### config.mk
export PLATFORM = sky130hd
export DESIGN_NAME = base64_stream_decoder_top_flat
export DESIGN_NICKNAME = d
export VERILOG_FILES = /design/src/design/b64d_pkg.sv /design/src/design/b64d_stream_if.sv /design/src/design/b64d_front.sv /design/src/design/b64d_queue.sv /design/src/design/b64d_back.sv /design/src/design/base64_stream_decoder_top.sv /design/src/flat_wrapper.sv
export SDC_FILE = /design/constraint.sdc
export NUM_CORES = 1
export LEC_CHECK = 0
export ABC_AREA = 1
export BUFFER_PORTS_ARGS = -buffer_cell sky130_fd_sc_hd__buf_2
export CELL_PAD_IN_SITES_DETAIL_PLACEMENT = 0
export CELL_PAD_IN_SITES_GLOBAL_PLACEMENT = 1
export CORE_MARGIN = 2
export CORE_UTILIZATION = 26
export DETAILED_ROUTE_END_ITERATION = 6
export PLACE_DENSITY = 0.47
export SLEW_MARGIN = 40
export SYNTH_ARGS = -nofsm -noshare
export SYNTH_HDL_FRONTEND = slang
export SYNTH_SLANG_ARGS = --single-unit
export TNS_END_PERCENT = 50
### constraint.sdc
create_clock -name i_clk -period 3.4 [get_ports i_clk]
set_input_delay 0.17 -clock i_clk [delete_from_list [all_inputs] [get_ports i_clk]]
set_output_delay 0.17 -clock i_clk [all_outputs]
set_load 0.03 [all_outputs]
### src/design/b64d_pkg.sv
`timescale 1ns / 1ps
// ----------------------------------------------------------------------------
// b64d_pkg
// Shared types, constants and the alphabet lookup of the base64 decoder.
// ----------------------------------------------------------------------------
package b64d_pkg;

    localparam logic [7:0] PAD_CHAR    = 8'h3D;  // '='
    localparam logic [7:0] PLUS_CHAR   = 8'h2B;  // '+'
    localparam logic [7:0] SLASH_CHAR  = 8'h2F;  // '/'
    localparam int         QUEUE_DEPTH = 2;

    // Bytes per decoded group and their count codes
    localparam logic [1:0] CNT_ONE   = 2'd1;
    localparam logic [1:0] CNT_THREE = 2'd3;

    typedef struct packed {
        logic [7:0] char_in;
        logic       final_char;
    } t_in_item;

    typedef struct packed {
        logic [7:0] data_byte;
        logic       last_byte;
        logic       truncated;
    } t_out_item;

    // One decoded group handed from the front to the back
    typedef struct packed {
        logic [23:0] word;
        logic [1:0]  count;
        logic        last;
        logic        trunc;
    } t_cmd;

    function automatic logic [5:0] char_to_sextet(input logic [7:0] c);
        logic [5:0] sx;
        sx = 6'd0;
        if (c inside {[8'h41:8'h5A]}) begin
            sx = 6'(c - 8'h41);
        end else if (c inside {[8'h61:8'h7A]}) begin
            sx = 6'(c - 8'h61 + 8'd26);
        end else if (c inside {[8'h30:8'h39]}) begin
            sx = 6'(c - 8'h30 + 8'd52);
        end else if (c == PLUS_CHAR) begin
            sx = 6'd62;
        end else if (c == SLASH_CHAR) begin
            sx = 6'd63;
        end
        return sx;
    endfunction

endpackage

### src/design/b64d_stream_if.sv
`timescale 1ns / 1ps
// ----------------------------------------------------------------------------
// b64d_stream_if
// Valid/ready channel carrying one payload item per transaction.
// ----------------------------------------------------------------------------
interface b64d_stream_if #(
    parameter type T = logic
);
    logic valid;
    logic ready;
    T     data;

    modport source (output valid, output data, input ready);
    modport sink   (input valid, input data, output ready);
endinterface

### src/design/b64d_front.sv
`timescale 1ns / 1ps
// ----------------------------------------------------------------------------
// b64d_front
// Map characters to sextets, gather groups of four and queue group commands.
// ----------------------------------------------------------------------------
module b64d_front (
    input  logic            i_clk,
    input  logic            i_rst_n,
    input  logic            i_valid,
    output logic            o_ready,
    input  logic [7:0]      i_char_in,
    input  logic            i_final_char,
    input  logic            i_q_full,
    output logic            o_push,
    output b64d_pkg::t_cmd  o_cmd
);

    logic [17:0] r_acc, n_acc;
    logic [1:0]  r_pos, n_pos;
    logic        r_pad_third, n_pad_third;

    logic [5:0]  sx;
    logic        is_pad;
    logic        accept;
    logic [1:0]  drop;

    assign sx      = b64d_pkg::char_to_sextet(i_char_in);
    assign is_pad  = (i_char_in == b64d_pkg::PAD_CHAR);
    assign o_ready = !i_q_full;
    assign accept  = i_valid && o_ready;
    assign drop    = {1'b0, i_final_char && is_pad} + {1'b0, i_final_char && r_pad_third};

    always_comb begin
        n_acc       = r_acc;
        n_pos       = r_pos;
        n_pad_third = r_pad_third;
        o_push      = 1'b0;
        o_cmd       = '0;
        if (accept) begin
            if (r_pos != 2'd3) begin
                if (i_final_char) begin
                    // Short final group: one zero byte flagged as truncated
                    o_push      = 1'b1;
                    o_cmd.count = b64d_pkg::CNT_ONE;
                    o_cmd.last  = 1'b1;
                    o_cmd.trunc = 1'b1;
                    n_acc       = '0;
                    n_pos       = '0;
                    n_pad_third = 1'b0;
                end else begin
                    n_acc = {r_acc[11:0], sx};
                    if (r_pos == 2'd2) begin
                        n_pad_third = is_pad;
                    end
                    n_pos = r_pos + 2'd1;
                end
            end else begin
                o_push      = 1'b1;
                o_cmd.word  = {r_acc, sx};
                o_cmd.count = b64d_pkg::CNT_THREE - drop;
                o_cmd.last  = i_final_char;
                n_acc       = '0;
                n_pos       = '0;
                n_pad_third = 1'b0;
            end
        end
    end

    always_ff @(posedge i_clk) begin
        if (!i_rst_n) begin
            r_acc       <= '0;
            r_pos       <= '0;
            r_pad_third <= 1'b0;
        end else begin
            r_acc       <= n_acc;
            r_pos       <= n_pos;
            r_pad_third <= n_pad_third;
        end
    end

endmodule

### src/design/b64d_queue.sv
`timescale 1ns / 1ps
// ----------------------------------------------------------------------------
// b64d_queue
// Small show-ahead queue of group commands between front and back.
// ----------------------------------------------------------------------------
module b64d_queue #(
    parameter int DEPTH = b64d_pkg::QUEUE_DEPTH
) (
    input  logic            i_clk,
    input  logic            i_rst_n,
    input  logic            i_push,
    input  b64d_pkg::t_cmd  i_cmd,
    output logic            o_full,
    input  logic            i_pop,
    output logic            o_not_empty,
    output b64d_pkg::t_cmd  o_cmd
);

    localparam int PTR_W = (DEPTH > 1) ? $clog2(DEPTH) : 1;
    localparam int CNT_W = $clog2(DEPTH + 1);

    b64d_pkg::t_cmd r_mem [DEPTH];
    logic [PTR_W-1:0] r_wr_ptr, r_rd_ptr;
    logic [CNT_W-1:0] r_count;

    function automatic logic [PTR_W-1:0] ptr_inc(input logic [PTR_W-1:0] p);
        return (p == PTR_W'(DEPTH - 1)) ? '0 : p + PTR_W'(1);
    endfunction

    assign o_full      = (r_count == CNT_W'(DEPTH));
    assign o_not_empty = (r_count != '0);
    assign o_cmd       = r_mem[r_rd_ptr];

    always_ff @(posedge i_clk) begin
        if (i_push) begin
            r_mem[r_wr_ptr] <= i_cmd;
        end
    end

    always_ff @(posedge i_clk) begin
        if (!i_rst_n) begin
            r_wr_ptr <= '0;
            r_rd_ptr <= '0;
            r_count  <= '0;
        end else begin
            if (i_push) begin
                r_wr_ptr <= ptr_inc(r_wr_ptr);
            end
            if (i_pop) begin
                r_rd_ptr <= ptr_inc(r_rd_ptr);
            end
            if (i_push && !i_pop) begin
                r_count <= r_count + CNT_W'(1);
            end else if (!i_push && i_pop) begin
                r_count <= r_count - CNT_W'(1);
            end
        end
    end

endmodule

### src/design/b64d_back.sv
`timescale 1ns / 1ps
// ----------------------------------------------------------------------------
// b64d_back
// Hold one group command and emit its bytes, one per transaction.
// ----------------------------------------------------------------------------
module b64d_back (
    input  logic            i_clk,
    input  logic            i_rst_n,
    input  logic            i_q_not_empty,
    input  b64d_pkg::t_cmd  i_cmd,
    output logic            o_pop,
    output logic            o_valid,
    input  logic            i_ready,
    output logic [7:0]      o_data_byte,
    output logic            o_last_byte,
    output logic            o_truncated
);

    b64d_pkg::t_cmd r_cmd;
    logic        r_busy, n_busy;
    logic [1:0]  r_idx, n_idx;
    logic        end_of_cmd;
    logic        sent;

    assign end_of_cmd = (r_idx == r_cmd.count - 2'd1);
    assign sent       = r_busy && i_ready;
    assign o_pop      = i_q_not_empty && (!r_busy || (sent && end_of_cmd));

    assign o_valid     = r_busy;
    assign o_last_byte = r_cmd.last && end_of_cmd;
    assign o_truncated = r_cmd.trunc;

    always_comb begin
        case (r_idx)
            2'd0:    o_data_byte = r_cmd.word[23:16];
            2'd1:    o_data_byte = r_cmd.word[15:8];
            default: o_data_byte = r_cmd.word[7:0];
        endcase
    end

    always_comb begin
        n_busy = r_busy;
        n_idx  = r_idx;
        if (o_pop) begin
            n_busy = 1'b1;
            n_idx  = '0;
        end else if (sent) begin
            if (end_of_cmd) begin
                n_busy = 1'b0;
            end else begin
                n_idx = r_idx + 2'd1;
            end
        end
    end

    // Payload: load on pop only
    always_ff @(posedge i_clk) begin
        if (o_pop) begin
            r_cmd <= i_cmd;
        end
    end

    always_ff @(posedge i_clk) begin
        if (!i_rst_n) begin
            r_busy <= 1'b0;
            r_idx  <= '0;
        end else begin
            r_busy <= n_busy;
            r_idx  <= n_idx;
        end
    end

endmodule

### src/design/base64_stream_decoder_top.sv
`timescale 1ns / 1ps
// Path: a group's first byte is written to the queue at the edge that takes its fourth
//   character, then loaded into the output register when the back pops it from the queue.
// Throughput: one character per cycle unless the queue is full; while ready, one byte
//   per cycle, at most one per character, so the queue drains no slower than it fills.
// Reset: i_rst_n is synchronous, active low; it clears group position, queue and output.
// ----------------------------------------------------------------------------
// base64_stream_decoder_top
// Base64 stream decoder: characters in, decoded bytes out, with padding and
// truncation handling on the final group of a string.
// ----------------------------------------------------------------------------
module base64_stream_decoder_top #(
    parameter int QUEUE_DEPTH = b64d_pkg::QUEUE_DEPTH
) (
    input  logic          i_clk,
    input  logic          i_rst_n,
    b64d_stream_if.sink   i_in,
    b64d_stream_if.source o_out
);

    // Front to queue
    logic           front_push;
    b64d_pkg::t_cmd front_cmd;
    logic           q_full;

    // Queue to back
    logic           q_not_empty;
    b64d_pkg::t_cmd q_cmd;
    logic           back_pop;

    // Front: decode each character and build one command per group. A final
    // character that closes a short group turns into a one-byte truncation
    // command. Hold input ready low only while the queue is full.
    b64d_front u_front (
        .i_clk        (i_clk),
        .i_rst_n      (i_rst_n),
        .i_valid      (i_in.valid),
        .o_ready      (i_in.ready),
        .i_char_in    (i_in.data.char_in),
        .i_final_char (i_in.data.final_char),
        .i_q_full     (q_full),
        .o_push       (front_push),
        .o_cmd        (front_cmd)
    );

    // Queue: decouple the front from output backpressure so character
    // transactions keep flowing while a decoded byte waits to be taken.
    b64d_queue #(
        .DEPTH (QUEUE_DEPTH)
    ) u_queue (
        .i_clk       (i_clk),
        .i_rst_n     (i_rst_n),
        .i_push      (front_push),
        .i_cmd       (front_cmd),
        .o_full      (q_full),
        .i_pop       (back_pop),
        .o_not_empty (q_not_empty),
        .o_cmd       (q_cmd)
    );

    // Back: serialize each command into byte transactions, most significant
    // byte first; advance to the next command in the same cycle the last
    // byte of the current one is taken.
    b64d_back u_back (
        .i_clk         (i_clk),
        .i_rst_n       (i_rst_n),
        .i_q_not_empty (q_not_empty),
        .i_cmd         (q_cmd),
        .o_pop         (back_pop),
        .o_valid       (o_out.valid),
        .i_ready       (o_out.ready),
        .o_data_byte   (o_out.data.data_byte),
        .o_last_byte   (o_out.data.last_byte),
        .o_truncated   (o_out.data.truncated)
    );

endmodule

### src/flat_wrapper.sv
// flat-port wrapper written by rule: the top's interface ports become plain ports
module base64_stream_decoder_top_flat 
#(
    parameter int QUEUE_DEPTH = b64d_pkg::QUEUE_DEPTH
)
  (i_clk, i_rst_n, i_in_valid, i_in_data, i_in_ready, o_out_valid, o_out_data, o_out_ready);
  b64d_stream_if #(.T(b64d_pkg::t_in_item)) i_in_i ();
  b64d_stream_if #(.T(b64d_pkg::t_out_item)) o_out_i ();
  input  logic i_clk;
  input  logic i_rst_n;
  input wire logic [$bits(i_in_i.valid)-1:0] i_in_valid;
  input wire logic [$bits(i_in_i.data)-1:0] i_in_data;
  output wire logic [$bits(i_in_i.ready)-1:0] i_in_ready;
  output wire logic [$bits(o_out_i.valid)-1:0] o_out_valid;
  output wire logic [$bits(o_out_i.data)-1:0] o_out_data;
  input wire logic [$bits(o_out_i.ready)-1:0] o_out_ready;
  assign i_in_i.valid = i_in_valid;
  assign i_in_i.data = i_in_data;
  assign i_in_ready = i_in_i.ready;
  assign o_out_valid = o_out_i.valid;
  assign o_out_data = o_out_i.data;
  assign o_out_i.ready = o_out_ready;
  base64_stream_decoder_top #(.QUEUE_DEPTH(QUEUE_DEPTH)) u_core (.i_clk(i_clk), .i_rst_n(i_rst_n), .i_in(i_in_i), .o_out(o_out_i));
endmodule
Yosys cells after proc, flatten, opt, wreduce, memory -nomap -nowiden
Memory sizes are Yosys's and may differ from the RTL's. A register that Yosys moved wholly into a read port is not among the register bits.
Index checks and enable logic that the tools add are counted.

operators by class
  add/subtract/negate cells = 14
  bitwise logic cells = 2
  magnitude comparators = 6
  multiplexer cells = 30
  equal/unequal tests = 9
  reductions and logical operators = 26

operator list
  cell                                                               count
  two-way mux 18 bit                                                 2
  two-way mux 6 bit                                                  5
  two-way mux 28 bit                                                 1
  == test 8 x 6 -> 1 bit, second input constant                      3
  two-way mux 24 bit                                                 1
  greater-or-equal comparator 8 x 7 -> 1 bit, second input constant  2
  <= comparator 8 x 7 -> 1 bit, second input constant                2
  one-hot mux 8 bit (2 select lines)                                 1
  two-way mux 1 bit                                                  14
  logical AND 1 bit                                                  12
  subtractor 6 bit, second input constant                            2
  greater-or-equal comparator 8 x 6 -> 1 bit, second input constant  1
  <= comparator 8 x 6 -> 1 bit, second input constant                1
  two-way mux 2 bit                                                  4
  nonzero test 2 bit                                                 4
  adder 2 x 1 -> 2 bit, second input constant                        3
  adder 6 x 5 -> 6 bit, second input constant                        1
  adder 6 bit, second input constant                                 1
  two-way mux 3 bit                                                  2
  AND reduction 2 bit                                                3
  subtractor 6 x 1 -> 6 bit, second input constant                   1
  == test 2 bit, second input constant                               2
  zero test 1 bit                                                    4
  subtractor 2 x 1 -> 2 bit, second input constant                   2
  11 further kinds                                                   13

word-level totals
  output and inout port bits = 12
  bits in registers = 28
  logic and storage cells = 96
  memories kept = 1
  RAM bits = 56
  input bits = 13

memories
  memory                words  bits a word  rd ports  clocked after Yosys merged registers in  wr ports  line              RTL
  u_core.u_queue.r_mem  2      28           1         1                                        1         b64d_queue.sv:22  b64d_pkg::t_cmd r_mem [DEPTH];

Depth between registers and ports, before layout
Gate-level depths: netlist of run 1.

  depth in word-level cells = 8
  mapped depth = 14
  depth with buffers taken out = 14

Hierarchy
From an unflattened synthesis of run 1, not the netlist that was laid out.

second synthesis, totals
  cell total of the unflattened synthesis = 494
  area total of the unflattened synthesis = 5246.3 um^2

modules (own cells, without submodules)
  module      sequential area each (um^2)  cells an instance  times used  area each (um^2)
  b64d_queue  1781.7                       122                1           2351.0
  b64d_front  420.4                        278                1           1674.1
  b64d_back   900.9                        94                 1           1221.2

Worst setup path before layout of run 1
OpenSTA, ideal clock, no wires.

  kind = flip-flop to flip-flop
  from = register u_core.u_queue.r_count[0]
  to = memory u_core.u_queue.r_mem[1][0] (netlist bit), enable pin
  library setup time = 414 ps
  setup slack = 774 ps
  clock period less this slack = 2626 ps
  data required time = 2986 ps
  buffers on the path = 0
  stages on the path, launching flop included = 7
  arrival time = 2211 ps
  path through = dfxtp_1 -> inv_1 -> nand2_1 -> nand2_1 -> inv_1 -> nand2_1 -> nor2_1

on the way
  cells in the longest elaborated chain, start to end = 6

RTL lines
  element                                  line                RTL
  start: declaration                       b64d_queue.sv:24    logic [CNT_W-1:0] r_count;
  start signal: assignment                 b64d_queue.sv:53    r_count <= r_count + CNT_W'(1);
  start signal: assignment                 b64d_queue.sv:55    r_count <= r_count - CNT_W'(1);
  == test 2 bit                            b64d_queue.sv:30    assign o_full = (r_count == CNT_W'(DEPTH));
  zero test 1 bit                          b64d_front.sv:29    assign o_ready = !i_q_full;
  via i_in_ready                           flat_wrapper.sv:13  output wire logic [$bits(i_in_i.ready)-1:0] i_in_ready;
  logical AND 1 bit                        b64d_front.sv:30    assign accept = i_valid && o_ready;
  two-way mux 1 bit                        b64d_front.sv:39    if (accept) begin
  two-way mux 1 bit                        b64d_queue.sv:35    if (i_push) begin
  two-way mux 1 bit (not written as such)  b64d_queue.sv:36    r_mem[r_wr_ptr] <= i_cmd;
  end: declaration                         b64d_queue.sv:22

The timed path passes the listed nets, and every way through them passes these cells.

Final worst setup path of run 1
  from = register u_core.u_back.r_idx[1]
  to = output port o_out_data[7]

on the way
  cells in the longest elaborated chain, start to end = 2
  elaborated cells between the ends (all ways) = 3
  classes of those cells = eq/ne: 1; mux: 1; reduce/logical: 1

RTL lines
  element                                                           line                RTL
  start: declaration                                                b64d_back.sv:21     logic [1:0] r_idx, n_idx;
  start signal: assignment                                          b64d_back.sv:69     r_idx <= n_idx;
  == test 2 x 1 -> 1 bit / zero test 2 bit (equally long branches)  b64d_back.sv:34     case (r_idx)
  one-hot mux 8 bit (2 select lines) *                              b64d_back.sv:34
  end: declaration                                                  flat_wrapper.sv:15  output wire logic [$bits(o_out_i.data)-1:0] o_out_data;

Mark *: on every way between the ends. The rest lies on a longest branch, timed or not.

==> metrics.md, run 1 <==
| Metric | Value |
|---|---|
| Data required time at the worst endpoint | `3.23 ns` |
| Root buffer cell | `sky130_fd_sc_hd__clkbuf_16` |
| Rows | `51` |
| Top layer in use | `met4` |
| Post-Route M1 WL | `5.72 mm` |
| Initial core utilization | `0.264` |
| Yosys warning count | `0` |
| Slew Limit Headroom | `0.531` |
| Transition time at the pin with the least slew margin | `0.703 ns` |
| Arrival time reported for the critical path endpoint | `2.20 ns` |
| Initial antenna violation count | `0` |
| Maximum count of clock buffers along a single path | `2` |
| Clock insertion delay at the later pin of the skew report | `0.35 ns` |
| Synth cell types | `32` |
| Total global routing overflow | `0` |
| Total nets after synthesis | `569` |
| Met3 wire length | `220 µm` |
| Count of buffers inserted at the top-level ports | `24` |
| Vias | `3448` |
| RSZ-0062 raised after global routing | `no` |
| Hold buffer count at cts | `0` |
| Setup crit end kind | `primary output` |
| Setup TNS | `0 ns` |
| Leakage | `2.28 nW` |
| Final hold violation count | `0` |
| Number of maximum-capacitance constraint violations | `0` |
| Core area | `19400 µm²` |
| Io pins | `25` |
| Worst ir drop on vdd | `0.000244 V` |
| Relative area change from synthesis to final layout | `13.1%` |
| Ranking of synthesized cells by area | `sky130_fd_sc_hd__edfxtp_1, sky130_fd_sc_hd__nand2_1, sky130_fd_sc_hd__dfxtp_1, sky130_fd_sc_hd__ha_1, sky130_fd_sc_hd__nor2_1` |
| Nets | `589` |
| Share of synthesized registers carrying an async set or reset | `0` |
| H-tree level count | `3` |
| Pin count of the biggest net entering global routing | `43` |
| Pre-Repair DR Iteration Count | `4` |
| Top cell type by total area after synthesis | `sky130_fd_sc_hd__edfxtp_1` |
| PD cells | `679 nW/µm²` |
| Instance area at placement | `5530 µm²` |
| Vias in the first global route | `3324` |
| Mapped Cells | `541` |
| Overall track demand over capacity in global routing | `0.117` |
| CTS sink cnt | `112` |
| Most frequent cell after synthesis | `sky130_fd_sc_hd__nand2_1` |
| CP startpoint kind | `register` |
| Number of max-slew violations in the final report | `0` |
| Result of the run | `finished clean` |
| Prevailing post-synth register cell | `sky130_fd_sc_hd__edfxtp_1` |
| Fraction of final layout cells with drive strength greater than 1 | `0.124` |
| DRC viols | `0` |
| Remaining antenna violation count after routing | `0` |
| Sequential fraction of the synthesis area | `0.601` |
| Overall die area | `20900 µm²` |
| Number of setup buffers added after CTS | `0` |
| Register clock-pin slew on the reported worst setup and hold paths | `0.07 ns` |
| Portion of synthesized cell area occupied by the leading cell type | `0.492` |
| Count of flip-flops with a built-in enable after synthesis | `84` |
| Total wire length | `11.3 mm` |
| Critical path class | `reg2out` |
| Drt via density | `4.15` |
| Vertical die dimension | `144 µm` |
| Fin crit share | `0.696` |
| Post-detail-place hpwl | `7.98 mm` |
| Final Wtd Congestion | `0.811` |
| Min-Delay Path Class | `in2reg` |
| Final setup violation count | `0` |
| Wire length of the first global-routing pass | `18.2 mm` |
| Post-synthesis area per instance | `9.48 µm²` |
| Maximum clock rate | `0.422 GHz` |
| Commonest cells in the netlist | `sky130_fd_sc_hd__nand2_1, sky130_fd_sc_hd__edfxtp_1, sky130_fd_sc_hd__nor2_1, sky130_fd_sc_hd__a21oi_1, sky130_fd_sc_hd__inv_1` |
| WL/cell | `13.6 µm` |
| Worst Skew | `0.0125 ns` |
| 1st-iter DRT viols | `182` |
| Count of antenna diodes in the layout | `0` |
| Number of register bits inferred by synthesis | `112` |
| Chip width | `144 µm` |
| Final std cell area, no fill | `5800 µm²` |
| Crit path max fanout | `9` |
| Clock tree from TritonCTS | `yes` |
| Netlist Area Pre-Place | `5130 µm²` |
| Fill count | `2071` |
| Final Critical Period | `2.37 ns` |
| CTS buffer count | `9` |
| Number of resized instances in the post-cts repair step | `0` |
| Detailed route wirelength on metal2 | `5.24 mm` |
[cells by family (layout without fill, tap and decap cells)]
family,Yosys count,count (layout),share of synthesized area
buffers and inverters,58,83,0.0478
AND/OR/NAND/NOR,296,296,0.244
adder cells (fa/ha/maj),15,15,0.0366
flip-flops,112,112,0.601
XOR/XNOR,8,8,0.0137
AO/OA/AOI/OAI,52,52,0.0566
[power by group]
| part | switching (mW) | total (mW) | internal, mW |
|---|---|---|---|
| clock network | 0.466 | 0.981 | 0.515 |
| registers | 0.0707 | 1.87 | 1.80 |
| logic | 0.804 | 1.09 | 0.281 |
| total | 1.34 | 3.94 | 2.60 |
[flip-flops by register name, indices dropped and copies added (netlist names)]
name and count:
u_core.u_queue.r_mem 56, u_core.u_back.r_cmd 27, u_core.u_front.r_acc 18, u_core.u_back.r_idx 2
u_core.u_front.r_pos 2, u_core.u_queue.r_count 2, u_core.u_back.o_truncated 1, u_core.u_back.o_valid 1
u_core.u_front.r_pad_third 1, u_core.u_queue.r_rd_ptr 1, u_core.u_queue.r_wr_ptr 1
[routing by layer]
metal | global-route usage | vias to the layer above
li1 | - | 1812
met1 | 0.161 | 1598
met2 | 0.185 | 27
met3 | 0.0209 | 11
met4 | 0.0383 | 0
met5 | 0 | -
[through the flow]
stage	util	total power [mW]	instances	worst slack, ns	hold WS, ns
6_report	0.299	3.94	831	1.03	0.106
5_1_grt	0.299	4.21	831	0.736	0.120
4_1_cts	0.299	4.02	831	0.937	0.0921
3_5_place_dp	0.285	3.03	815	1.33	0.461
3_3_place_gp	0.285	3.02	815	1.37	0.464
2_1_floorplan	-	2.69	541	0.774	0.268
[cell usage in the layout (no fill, tap or decap), types with 3 or more instances in the layout]
cell type,instances
sky130_fd_sc_hd__buf_4,7
sky130_fd_sc_hd__nor2_1,45
sky130_fd_sc_hd__a21oi_1,30
sky130_fd_sc_hd__inv_2,4
sky130_fd_sc_hd__xor2_1,7
sky130_fd_sc_hd__dfxtp_1,28
sky130_fd_sc_hd__nand3_1,23
sky130_fd_sc_hd__nand2_2,6
sky130_fd_sc_hd__edfxtp_1,84
sky130_fd_sc_hd__clkbuf_16,9
sky130_fd_sc_hd__a22oi_1,8
sky130_fd_sc_hd__nand2_4,3
sky130_fd_sc_hd__nor2_4,5
sky130_fd_sc_hd__o21ai_1,4
sky130_fd_sc_hd__o21ai_0,7
sky130_fd_sc_hd__buf_2,24
sky130_fd_sc_hd__nand2_1,204
sky130_fd_sc_hd__inv_1,31
sky130_fd_sc_hd__ha_1,15
[layout make-up]
| class | instances | area, µm² | area share |
|---|---|---|---|
| Inverter | 36 | 140 | 0.0242 |
| Sequential cell | 112 | 3080 | 0.531 |
| Clock buffer | 12 | 246 | 0.0425 |
| Tap cell | 265 | 332 | 0.0572 |
| Multi-Input combinational cell | 371 | 1800 | 0.311 |
| Clock inverter | 4 | 22.5 | 0.00388 |
| Timing Repair Buffer | 31 | 173 | 0.0298 |
[path summary, 6_finish.rpt]
kind | from | endpoint | slack [ns] | cells past startpoint
worst max-delay path | u_core.u_back.r_idx[1]$_SDFFE_PP0P_ | o_out_data[7] | 1.03 | 6
worst min-delay path | i_rst_n | u_core.u_queue.r_rd_ptr$_SDFFE_PN0P_ | 0.11 | 3
worst max register to register | u_core.u_back.r_cmd[3]$_DFFE_PP_ | u_core.u_queue.r_count[1]$_SDFFE_PN0P_ | 1.39 | 11
worst min register to register | u_core.u_front.r_acc[16]$_SDFFE_PN0P_ | u_core.u_front.r_acc[16]$_SDFFE_PN0P_ | 0.47 | 2
[worst max-delay path: stages, from the launching register on]
cell	delay, ns
sky130_fd_sc_hd__dfxtp_1	0.37
sky130_fd_sc_hd__inv_1	0.07
sky130_fd_sc_hd__ha_1	0.35
sky130_fd_sc_hd__nor2_1	0.60
sky130_fd_sc_hd__a22oi_1	0.15
sky130_fd_sc_hd__nand2_1	0.10
sky130_fd_sc_hd__buf_2	0.19
Power figures use the tool's default switching activity.
==> run 2: changes to the inputs <==
==> constraint.sdc (replaced) <==
create_clock -name i_clk -period 2.3 [get_ports i_clk]
set_input_delay 0.115 -clock i_clk [delete_from_list [all_inputs] [get_ports i_clk]]
set_output_delay 0.115 -clock i_clk [all_outputs]
set_load 0.03 [all_outputs]
==> metrics.md, run 2 (synthesized netlist as in run 1, its figures left out) <==
| Metric | Value |
|---|---|
| Critical Path Source | `u_core.u_back.r_cmd[3]$_DFFE_PP_` |
| Total wire length | `11.5 mm` |
| Arrival time reported for the critical path endpoint | `2.24 ns` |
| DRC viols | `0` |
| Count of antenna diodes in the layout | `0` |
| Post-detail-place hpwl | `8.01 mm` |
| CTS sink cnt | `112` |
| 1st-iter DRT viols | `244` |
| Final standard cell count with taps included and fillers excluded | `835` |
| Portion of total power attributed to sequential cells | `0.451` |
| Initial core utilization | `0.264` |
| Part of the total power dissipated in the clock network | `0.273` |
| Reg-to-reg setup timing slack | `0.29 ns` |
| P_sw | `2.04 mW` |
| Number of maximum-capacitance constraint violations | `0` |
| Transition time at the pin with the least slew margin | `0.742 ns` |
| Instance count after placement with tap cells included | `819` |
| Clock insertion delay at the later pin of the skew report | `0.35 ns` |
| Maximum clock rate | `0.497 GHz` |
| Data required time at the worst endpoint | `2.53 ns` |
| Chip width | `144 µm` |
| R2r worst-path depth | `11` |
| Instance area at placement | `5600 µm²` |
| Vias | `3468` |
| Worst flop-to-flop path endpoint | `u_core.u_queue.r_count[1]$_SDFFE_PN0P_` |
| Overall track demand over capacity in global routing | `0.120` |
| Most used cells in the layout excluding fill and tap cells | `sky130_fd_sc_hd__nand2_1, sky130_fd_sc_hd__edfxtp_1, sky130_fd_sc_hd__nor2_1` |
| Number of instances on the worst hold path | `3` |
| Number of max-slew violations in the final report | `0` |
| RSZ-0062 raised after global routing | `no` |
| CTS buffer count | `9` |
| Final setup violation count | `0` |
| Setup crit end kind | `register` |
| Slew Limit Headroom | `0.505` |
| Share of total power consumed by net switching | `0.332` |
| Io pins | `25` |
| Pin count of the biggest net entering global routing | `43` |
| Vertical die dimension | `144 µm` |
| Worst Hold Launch | `i_rst_n` |
| Remaining antenna violation count after routing | `0` |
| Overall die area | `20900 µm²` |
| Worst ir drop on vdd | `0.000343 V` |
| Count of buffers inserted at the top-level ports | `24` |
| Relative area change from synthesis to final layout | `15.4%` |
| Total global routing overflow | `0` |
| Final std cell area, no fill | `5920 µm²` |
| Worst Skew | `0.0102 ns` |
| Maximum count of clock buffers along a single path | `2` |
| Result of the run | `finished clean` |
| Critical path class | `reg2reg` |
| Fraction of final layout cells with drive strength greater than 1 | `0.132` |
| Setup TNS | `0 ns` |
| Core area | `19400 µm²` |
| Top Registers | `u_core.u_queue.r_mem: 56 flops, u_core.u_back.r_cmd: 27 flops, u_core.u_front.r_acc: 18 flops` |
| Fin crit share | `0.874` |
| Initial antenna violation count | `0` |
| PD cells | `1040 nW/µm²` |
| WL/cell | `13.8 µm` |
| Comb power frac | `0.277` |
| Most frequent standard cell in the layout excluding fill and tap cells | `sky130_fd_sc_hd__nand2_1` |
| Clock tree from TritonCTS | `yes` |
| Power Internal | `4.10 mW` |
| Wire length of the first global-routing pass | `18.8 mm` |
| Hold buffer count at cts | `0` |
| Crit path max fanout | `6` |
| Source of the worst register-to-register timing path | `u_core.u_back.r_cmd[3]$_DFFE_PP_` |
| Register name with the most flops | `u_core.u_queue.r_mem` |
| Min-Delay Path Class | `in2reg` |
| End point of the critical path | `u_core.u_queue.r_count[1]$_SDFFE_PN0P_` |
| Final hold violation count | `0` |
| Final Wtd Congestion | `0.850` |
| Number of resized instances in the post-cts repair step | `0` |
| CP startpoint kind | `register` |
| Final Critical Period | `2.01 ns` |
| Root buffer cell | `sky130_fd_sc_hd__clkbuf_16` |
| Register clock-pin slew on the reported worst setup and hold paths | `0.07 ns` |
| Pre-Repair DR Iteration Count | `4` |
| H-tree level count | `3` |
| Number of setup buffers added after CTS | `0` |
| Vias in the first global route | `3459` |
| Drt via density | `4.15` |
| Nets | `593` |
| Leakage | `2.33 nW` |
| Rows | `51` |
| Flip-flop count of the largest register after layout | `56` |
run 2: changes by cell type in the layout (fill, tap and decap cells not counted), sizes merged:
cell / previous run / this run
inv: 37 / 36
bufinv: 0 / 2
buf: 31 / 35
clkinv: 3 / 4
clkbuf: 12 / 10
run 2: power groups by stage:
stage                     clock [mW]  combinational, mW  sequential, mW
final                           1.67               1.70            2.77
after global routing            1.80               1.93            2.81
after CTS                       1.72               1.75            2.77
after detailed placement           0               1.75            2.82
after global placement             0               1.74            2.81
after floorplan                    0               1.17            2.81
run 2: layout make-up:
cell class	instances	area, µm²
fillers	2052	13500
flip-flops and latches	112	3080
multi-input cells	371	1800
well taps	265	332
repair buffers	35	240
clock buffers	10	229
inverters	36	140
clock inverters	6	90.1
run 2: per-stage QoR:
stage | utilization | setup slack [ns] | total power [mW] | hold WS [ns]
floorplan | - | -0.309 | 3.98 | 0.213
global placement | 0.289 | 0.374 | 4.56 | 0.397
detailed placement | 0.289 | 0.290 | 4.57 | 0.415
CTS | 0.305 | 0.273 | 6.24 | 0.0459
global route | 0.305 | 0.0477 | 6.53 | 0.0751
finish | 0.305 | 0.290 | 6.14 | 0.0484
run 2: worst min-delay path by stage:
stage | slack, ns | to
after global placement | 0.40 | u_core.u_back.o_valid$_SDFFE_PN0P_
after global routing | 0.08 | u_core.u_queue.r_rd_ptr$_SDFFE_PN0P_
after floorplan | 0.21 | u_core.u_back.o_valid$_SDFFE_PN0P_
after CTS | 0.05 | u_core.u_back.o_valid$_SDFFE_PN0P_
after detailed placement | 0.42 | u_core.u_back.o_valid$_SDFFE_PN0P_
final | 0.05 | u_core.u_back.o_valid$_SDFFE_PN0P_
run 2: critical path, cell delays in order, from the launching register on:
cell and delay, ns:
sky130_fd_sc_hd__edfxtp_1 0.38, sky130_fd_sc_hd__xnor2_1 0.20, sky130_fd_sc_hd__nand3_1 0.09, sky130_fd_sc_hd__nand2_1 0.12, sky130_fd_sc_hd__inv_2 0.05, sky130_fd_sc_hd__o21ai_2 0.12, sky130_fd_sc_hd__nand2_1 0.15, sky130_fd_sc_hd__ha_1 0.35
sky130_fd_sc_hd__a21oi_1 0.11, sky130_fd_sc_hd__o21ai_0 0.10, sky130_fd_sc_hd__o21ai_0 0.16, sky130_fd_sc_hd__a21oi_1 0.06
run 2: layer usage:
layer,wire [µm],vias up,track usage
met5,0,-,0
met4,186,0,0.0445
met3,258,13,0.0175
met2,5510,37,0.201
met1,5570,1604,0.157
li1,-,1814,-
==> run 3: changes to the inputs <==
--- a/config.mk
+++ b/config.mk
@@ -5,14 +5,14 @@
 export SDC_FILE = /design/constraint.sdc
 export NUM_CORES = 1
 export LEC_CHECK = 0
-export ABC_AREA = 1
+export ABC_AREA = 0
 export BUFFER_PORTS_ARGS = -buffer_cell sky130_fd_sc_hd__buf_2
 export CELL_PAD_IN_SITES_DETAIL_PLACEMENT = 0
 export CELL_PAD_IN_SITES_GLOBAL_PLACEMENT = 1
 export CORE_MARGIN = 2
 export CORE_UTILIZATION = 26
 export DETAILED_ROUTE_END_ITERATION = 6
-export PLACE_DENSITY = 0.47
+export PLACE_DENSITY = 0.46
 export SLEW_MARGIN = 40
 export SYNTH_ARGS = -nofsm -noshare
 export SYNTH_HDL_FRONTEND = slang
==> metrics.md, run 3 <==
| Metric | Value |
|---|---|
| Result of the run | `finished clean` |
| Share of total power consumed by net switching | `0.295` |
| Vias in the first global route | `3076` |
| Utilization after layout | `0.306` |
| Instance count after placement with tap cells included | `642` |
| Yosys warning count | `0` |
| Count of flip-flops with a built-in enable after synthesis | `84` |
| Register name with the most flops | `u_core.u_queue.r_mem` |
| GR Util met1 | `0.147` |
| Maximum count of clock buffers along a single path | `2` |
| Hold buffer count at cts | `0` |
| Chip width | `142 µm` |
| Leakage | `2.10 nW` |
| Fin crit share | `0.907` |
| Overall die area | `20100 µm²` |
| Overall track demand over capacity in global routing | `0.111` |
| Final Critical Period | `2.08 ns` |
| Initial antenna violation count | `0` |
| Worst Skew | `0.00438 ns` |
| Top Registers | `u_core.u_queue.r_mem: 56 flops, u_core.u_back.r_cmd: 27 flops, u_core.u_front.r_acc: 18 flops` |
| CTS buffer count | `9` |
| Mapped Cells | `390` |
| Transition time at the pin with the least slew margin | `0.475 ns` |
| Final Wtd Congestion | `0.789` |
| Min-Delay Path Class | `in2reg` |
| Instance area at placement | `5390 µm²` |
| Post-synthesis area per instance | `12.6 µm²` |
| Critical path class | `reg2reg` |
| Number of resized instances in the post-cts repair step | `0` |
| Prevailing post-synth register cell | `sky130_fd_sc_hd__edfxtp_1` |
| 1st-iter DRT viols | `137` |
| Arrival time reported for the critical path endpoint | `2.36 ns` |
| Total global routing overflow | `0` |
| Netlist Area Pre-Place | `4930 µm²` |
| Clock tree from TritonCTS | `yes` |
| Post-detail-place hpwl | `6.83 mm` |
| Final setup violation count | `0` |
| Number of instances on the worst hold path | `4` |
| Fraction of final layout cells with drive strength greater than 1 | `0.208` |
| Clock insertion delay at the later pin of the skew report | `0.34 ns` |
| Rows | `50` |
| Wire length of the first global-routing pass | `16.8 mm` |
| Most frequent standard cell in the layout excluding fill and tap cells | `sky130_fd_sc_hd__edfxtp_1` |
| Total wire length | `10.5 mm` |
| Busiest layer in global routing | `met2` |
| Final std cell area, no fill | `5710 µm²` |
| CP startpoint kind | `register` |
| Data required time at the worst endpoint | `2.58 ns` |
| Flip-flop count of the largest register after layout | `56` |
| Minimum setup slack in the final design | `0.215 ns` |
| CTS sink cnt | `112` |
| Relative area change from synthesis to final layout | `15.9%` |
| Io pins | `25` |
| Setup crit end kind | `register` |
| Pin count of the biggest net entering global routing | `35` |
| Core area | `18600 µm²` |
| Crit path max fanout | `3` |
| Slew Limit Headroom | `0.680` |
| Portion of total power attributed to sequential cells | `0.468` |
| Total nets after synthesis | `418` |
| Most used cells in the layout excluding fill and tap cells | `sky130_fd_sc_hd__edfxtp_1, sky130_fd_sc_hd__nand2_1, sky130_fd_sc_hd__mux2_2, sky130_fd_sc_hd__dfxtp_1, sky130_fd_sc_hd__buf_2` |
| Nets | `447` |
| Number of setup buffers added after CTS | `0` |
| Final hold violation count | `0` |
| Vertical die dimension | `142 µm` |
| Worst slack, placed | `0.0316 ns` |
| Number of max-slew violations in the final report | `0` |
| RSZ-0062 raised after global routing | `no` |
| Met3 Track Usage GR | `0.0145` |
| Number of register bits inferred by synthesis | `112` |
| Worst ir drop on vdd | `0.000352 V` |
| Comb power frac | `0.246` |
| Count of buffers inserted at the top-level ports | `24` |
| Vias | `3030` |
| Cells along the critical path | `xnor2_1 -> mux2i_1 -> a21boi_2 -> nor2_4 -> inv_1 -> ha_1 -> or3_1 -> a21boi_0` |
| H-tree level count | `3` |
| Number of maximum-capacitance constraint violations | `0` |
| Total power | `5.70 mW` |
| Commonest cells in the netlist | `sky130_fd_sc_hd__edfxtp_1, sky130_fd_sc_hd__nand2_1, sky130_fd_sc_hd__dfxtp_1, sky130_fd_sc_hd__mux2_2, sky130_fd_sc_hd__and3_1` |
| Cell at the slowest stage of the critical path | `sky130_fd_sc_hd__edfxtp_1` |
| R2r worst-path depth | `8` |
| Power Internal | `4.02 mW` |
| WL/cell | `16.0 µm` |
| Drt via density | `4.60` |
| Portion of synthesized cell area occupied by the leading cell type | `0.512` |
| Initial core utilization | `0.264` |
| Root buffer cell | `sky130_fd_sc_hd__clkbuf_16` |
| Final standard cell count with taps included and fillers excluded | `658` |
| Sequential fraction of the synthesis area | `0.626` |
| Synth cell types | `50` |
| Maximum clock rate | `0.480 GHz` |
| P_sw | `1.68 mW` |
| Part of the total power dissipated in the clock network | `0.286` |
| Register clock-pin slew on the reported worst setup and hold paths | `0.07 ns` |
| Share of synthesized registers carrying an async set or reset | `0` |
| Met2 track demand over resource | `0.179` |
| Remaining antenna violation count after routing | `0` |
| Biggest cell delay along the critical path | `0.38 ns` |
| Top cell type by total area after synthesis | `sky130_fd_sc_hd__edfxtp_1` |
| Count of antenna diodes in the layout | `0` |
| Pre-Repair DR Iteration Count | `4` |
| DRC viols | `0` |
| PD cells | `999 nW/µm²` |
| Most frequent cell after synthesis | `sky130_fd_sc_hd__edfxtp_1` |
| Ranking of synthesized cells by area | `sky130_fd_sc_hd__edfxtp_1, sky130_fd_sc_hd__dfxtp_1, sky130_fd_sc_hd__mux2_2, sky130_fd_sc_hd__ha_1, sky130_fd_sc_hd__nand2_1` |
[run 3: routing by layer]
layer	share of wire	wire length [µm]	vias to the layer above
met3	0.025	260	12
met2	0.47	4910	49
met4	0.021	217	0
li1	-	-	1494
met1	0.49	5140	1475
met5	0	0	-
[run 3: kinds of logic after synthesis]
kind of cell	Yosys count	synth area share
XOR/XNOR	5	0.00889
flip-flops	112	0.626
adder cells (fa/ha/maj)	15	0.0381
buffers and inverters	33	0.0297
AO/OA/AOI/OAI	64	0.0935
multiplexers	31	0.0701
AND/OR/NAND/NOR	130	0.134
[run 3: critical path: cells and delay by family, from the launching register on]
family | cells | cell delay [ns]
flops | 1 | 0.38
simple gates | 2 | 0.45
xor+xnor | 1 | 0.18
compound gates | 2 | 0.29
fa+ha+maj | 1 | 0.32
buf+inv | 1 | 0.05
mux | 1 | 0.34
[run 3: per-stage QoR]
stage          TNS, ns  hold WS (ns)
3_3_place_gp         0         0.449
2_1_floorplan   -0.170         0.328
5_1_grt              0         0.210
6_report             0         0.165
4_1_cts              0         0.157
3_5_place_dp         0         0.451
[run 3: area by class of cell]
class	instances	area, µm²
fill	1915	12900
clock buffer	10	229
clock inverter	6	85.1
tap	234	293
timing repair buffer	39	258
sequential	112	3080
multi-input combinational	245	1720
inverter	12	45.0
[run 3: final timing paths]
kind / slack (ns) / endpoint / startpoint
hold reg to reg: 0.46 / u_core.u_front.r_acc[12]$_SDFFE_PN0P_ / u_core.u_front.r_acc[12]$_SDFFE_PN0P_
setup / recovery: 0.22 / u_core.u_queue.r_count[1]$_SDFFE_PN0P_ / u_core.u_back.r_cmd[3]$_DFFE_PP_
hold / removal: 0.16 / u_core.u_front.r_pos[0]$_SDFFE_PN0P_ / i_in_data[0]
setup reg to reg: 0.22 / u_core.u_queue.r_count[1]$_SDFFE_PN0P_ / u_core.u_back.r_cmd[3]$_DFFE_PP_
[run 3: power groups by stage]
| stage | clock (mW) | sequential (mW) | combinational [mW] |
|---|---|---|---|
| final | 1.63 | 2.67 | 1.40 |
| after global routing | 1.75 | 2.70 | 1.56 |
| after CTS | 1.70 | 2.67 | 1.45 |
| after detailed placement | 0 | 2.72 | 1.44 |
| after global placement | 0 | 2.71 | 1.44 |
| after floorplan | 0 | 2.69 | 0.996 |
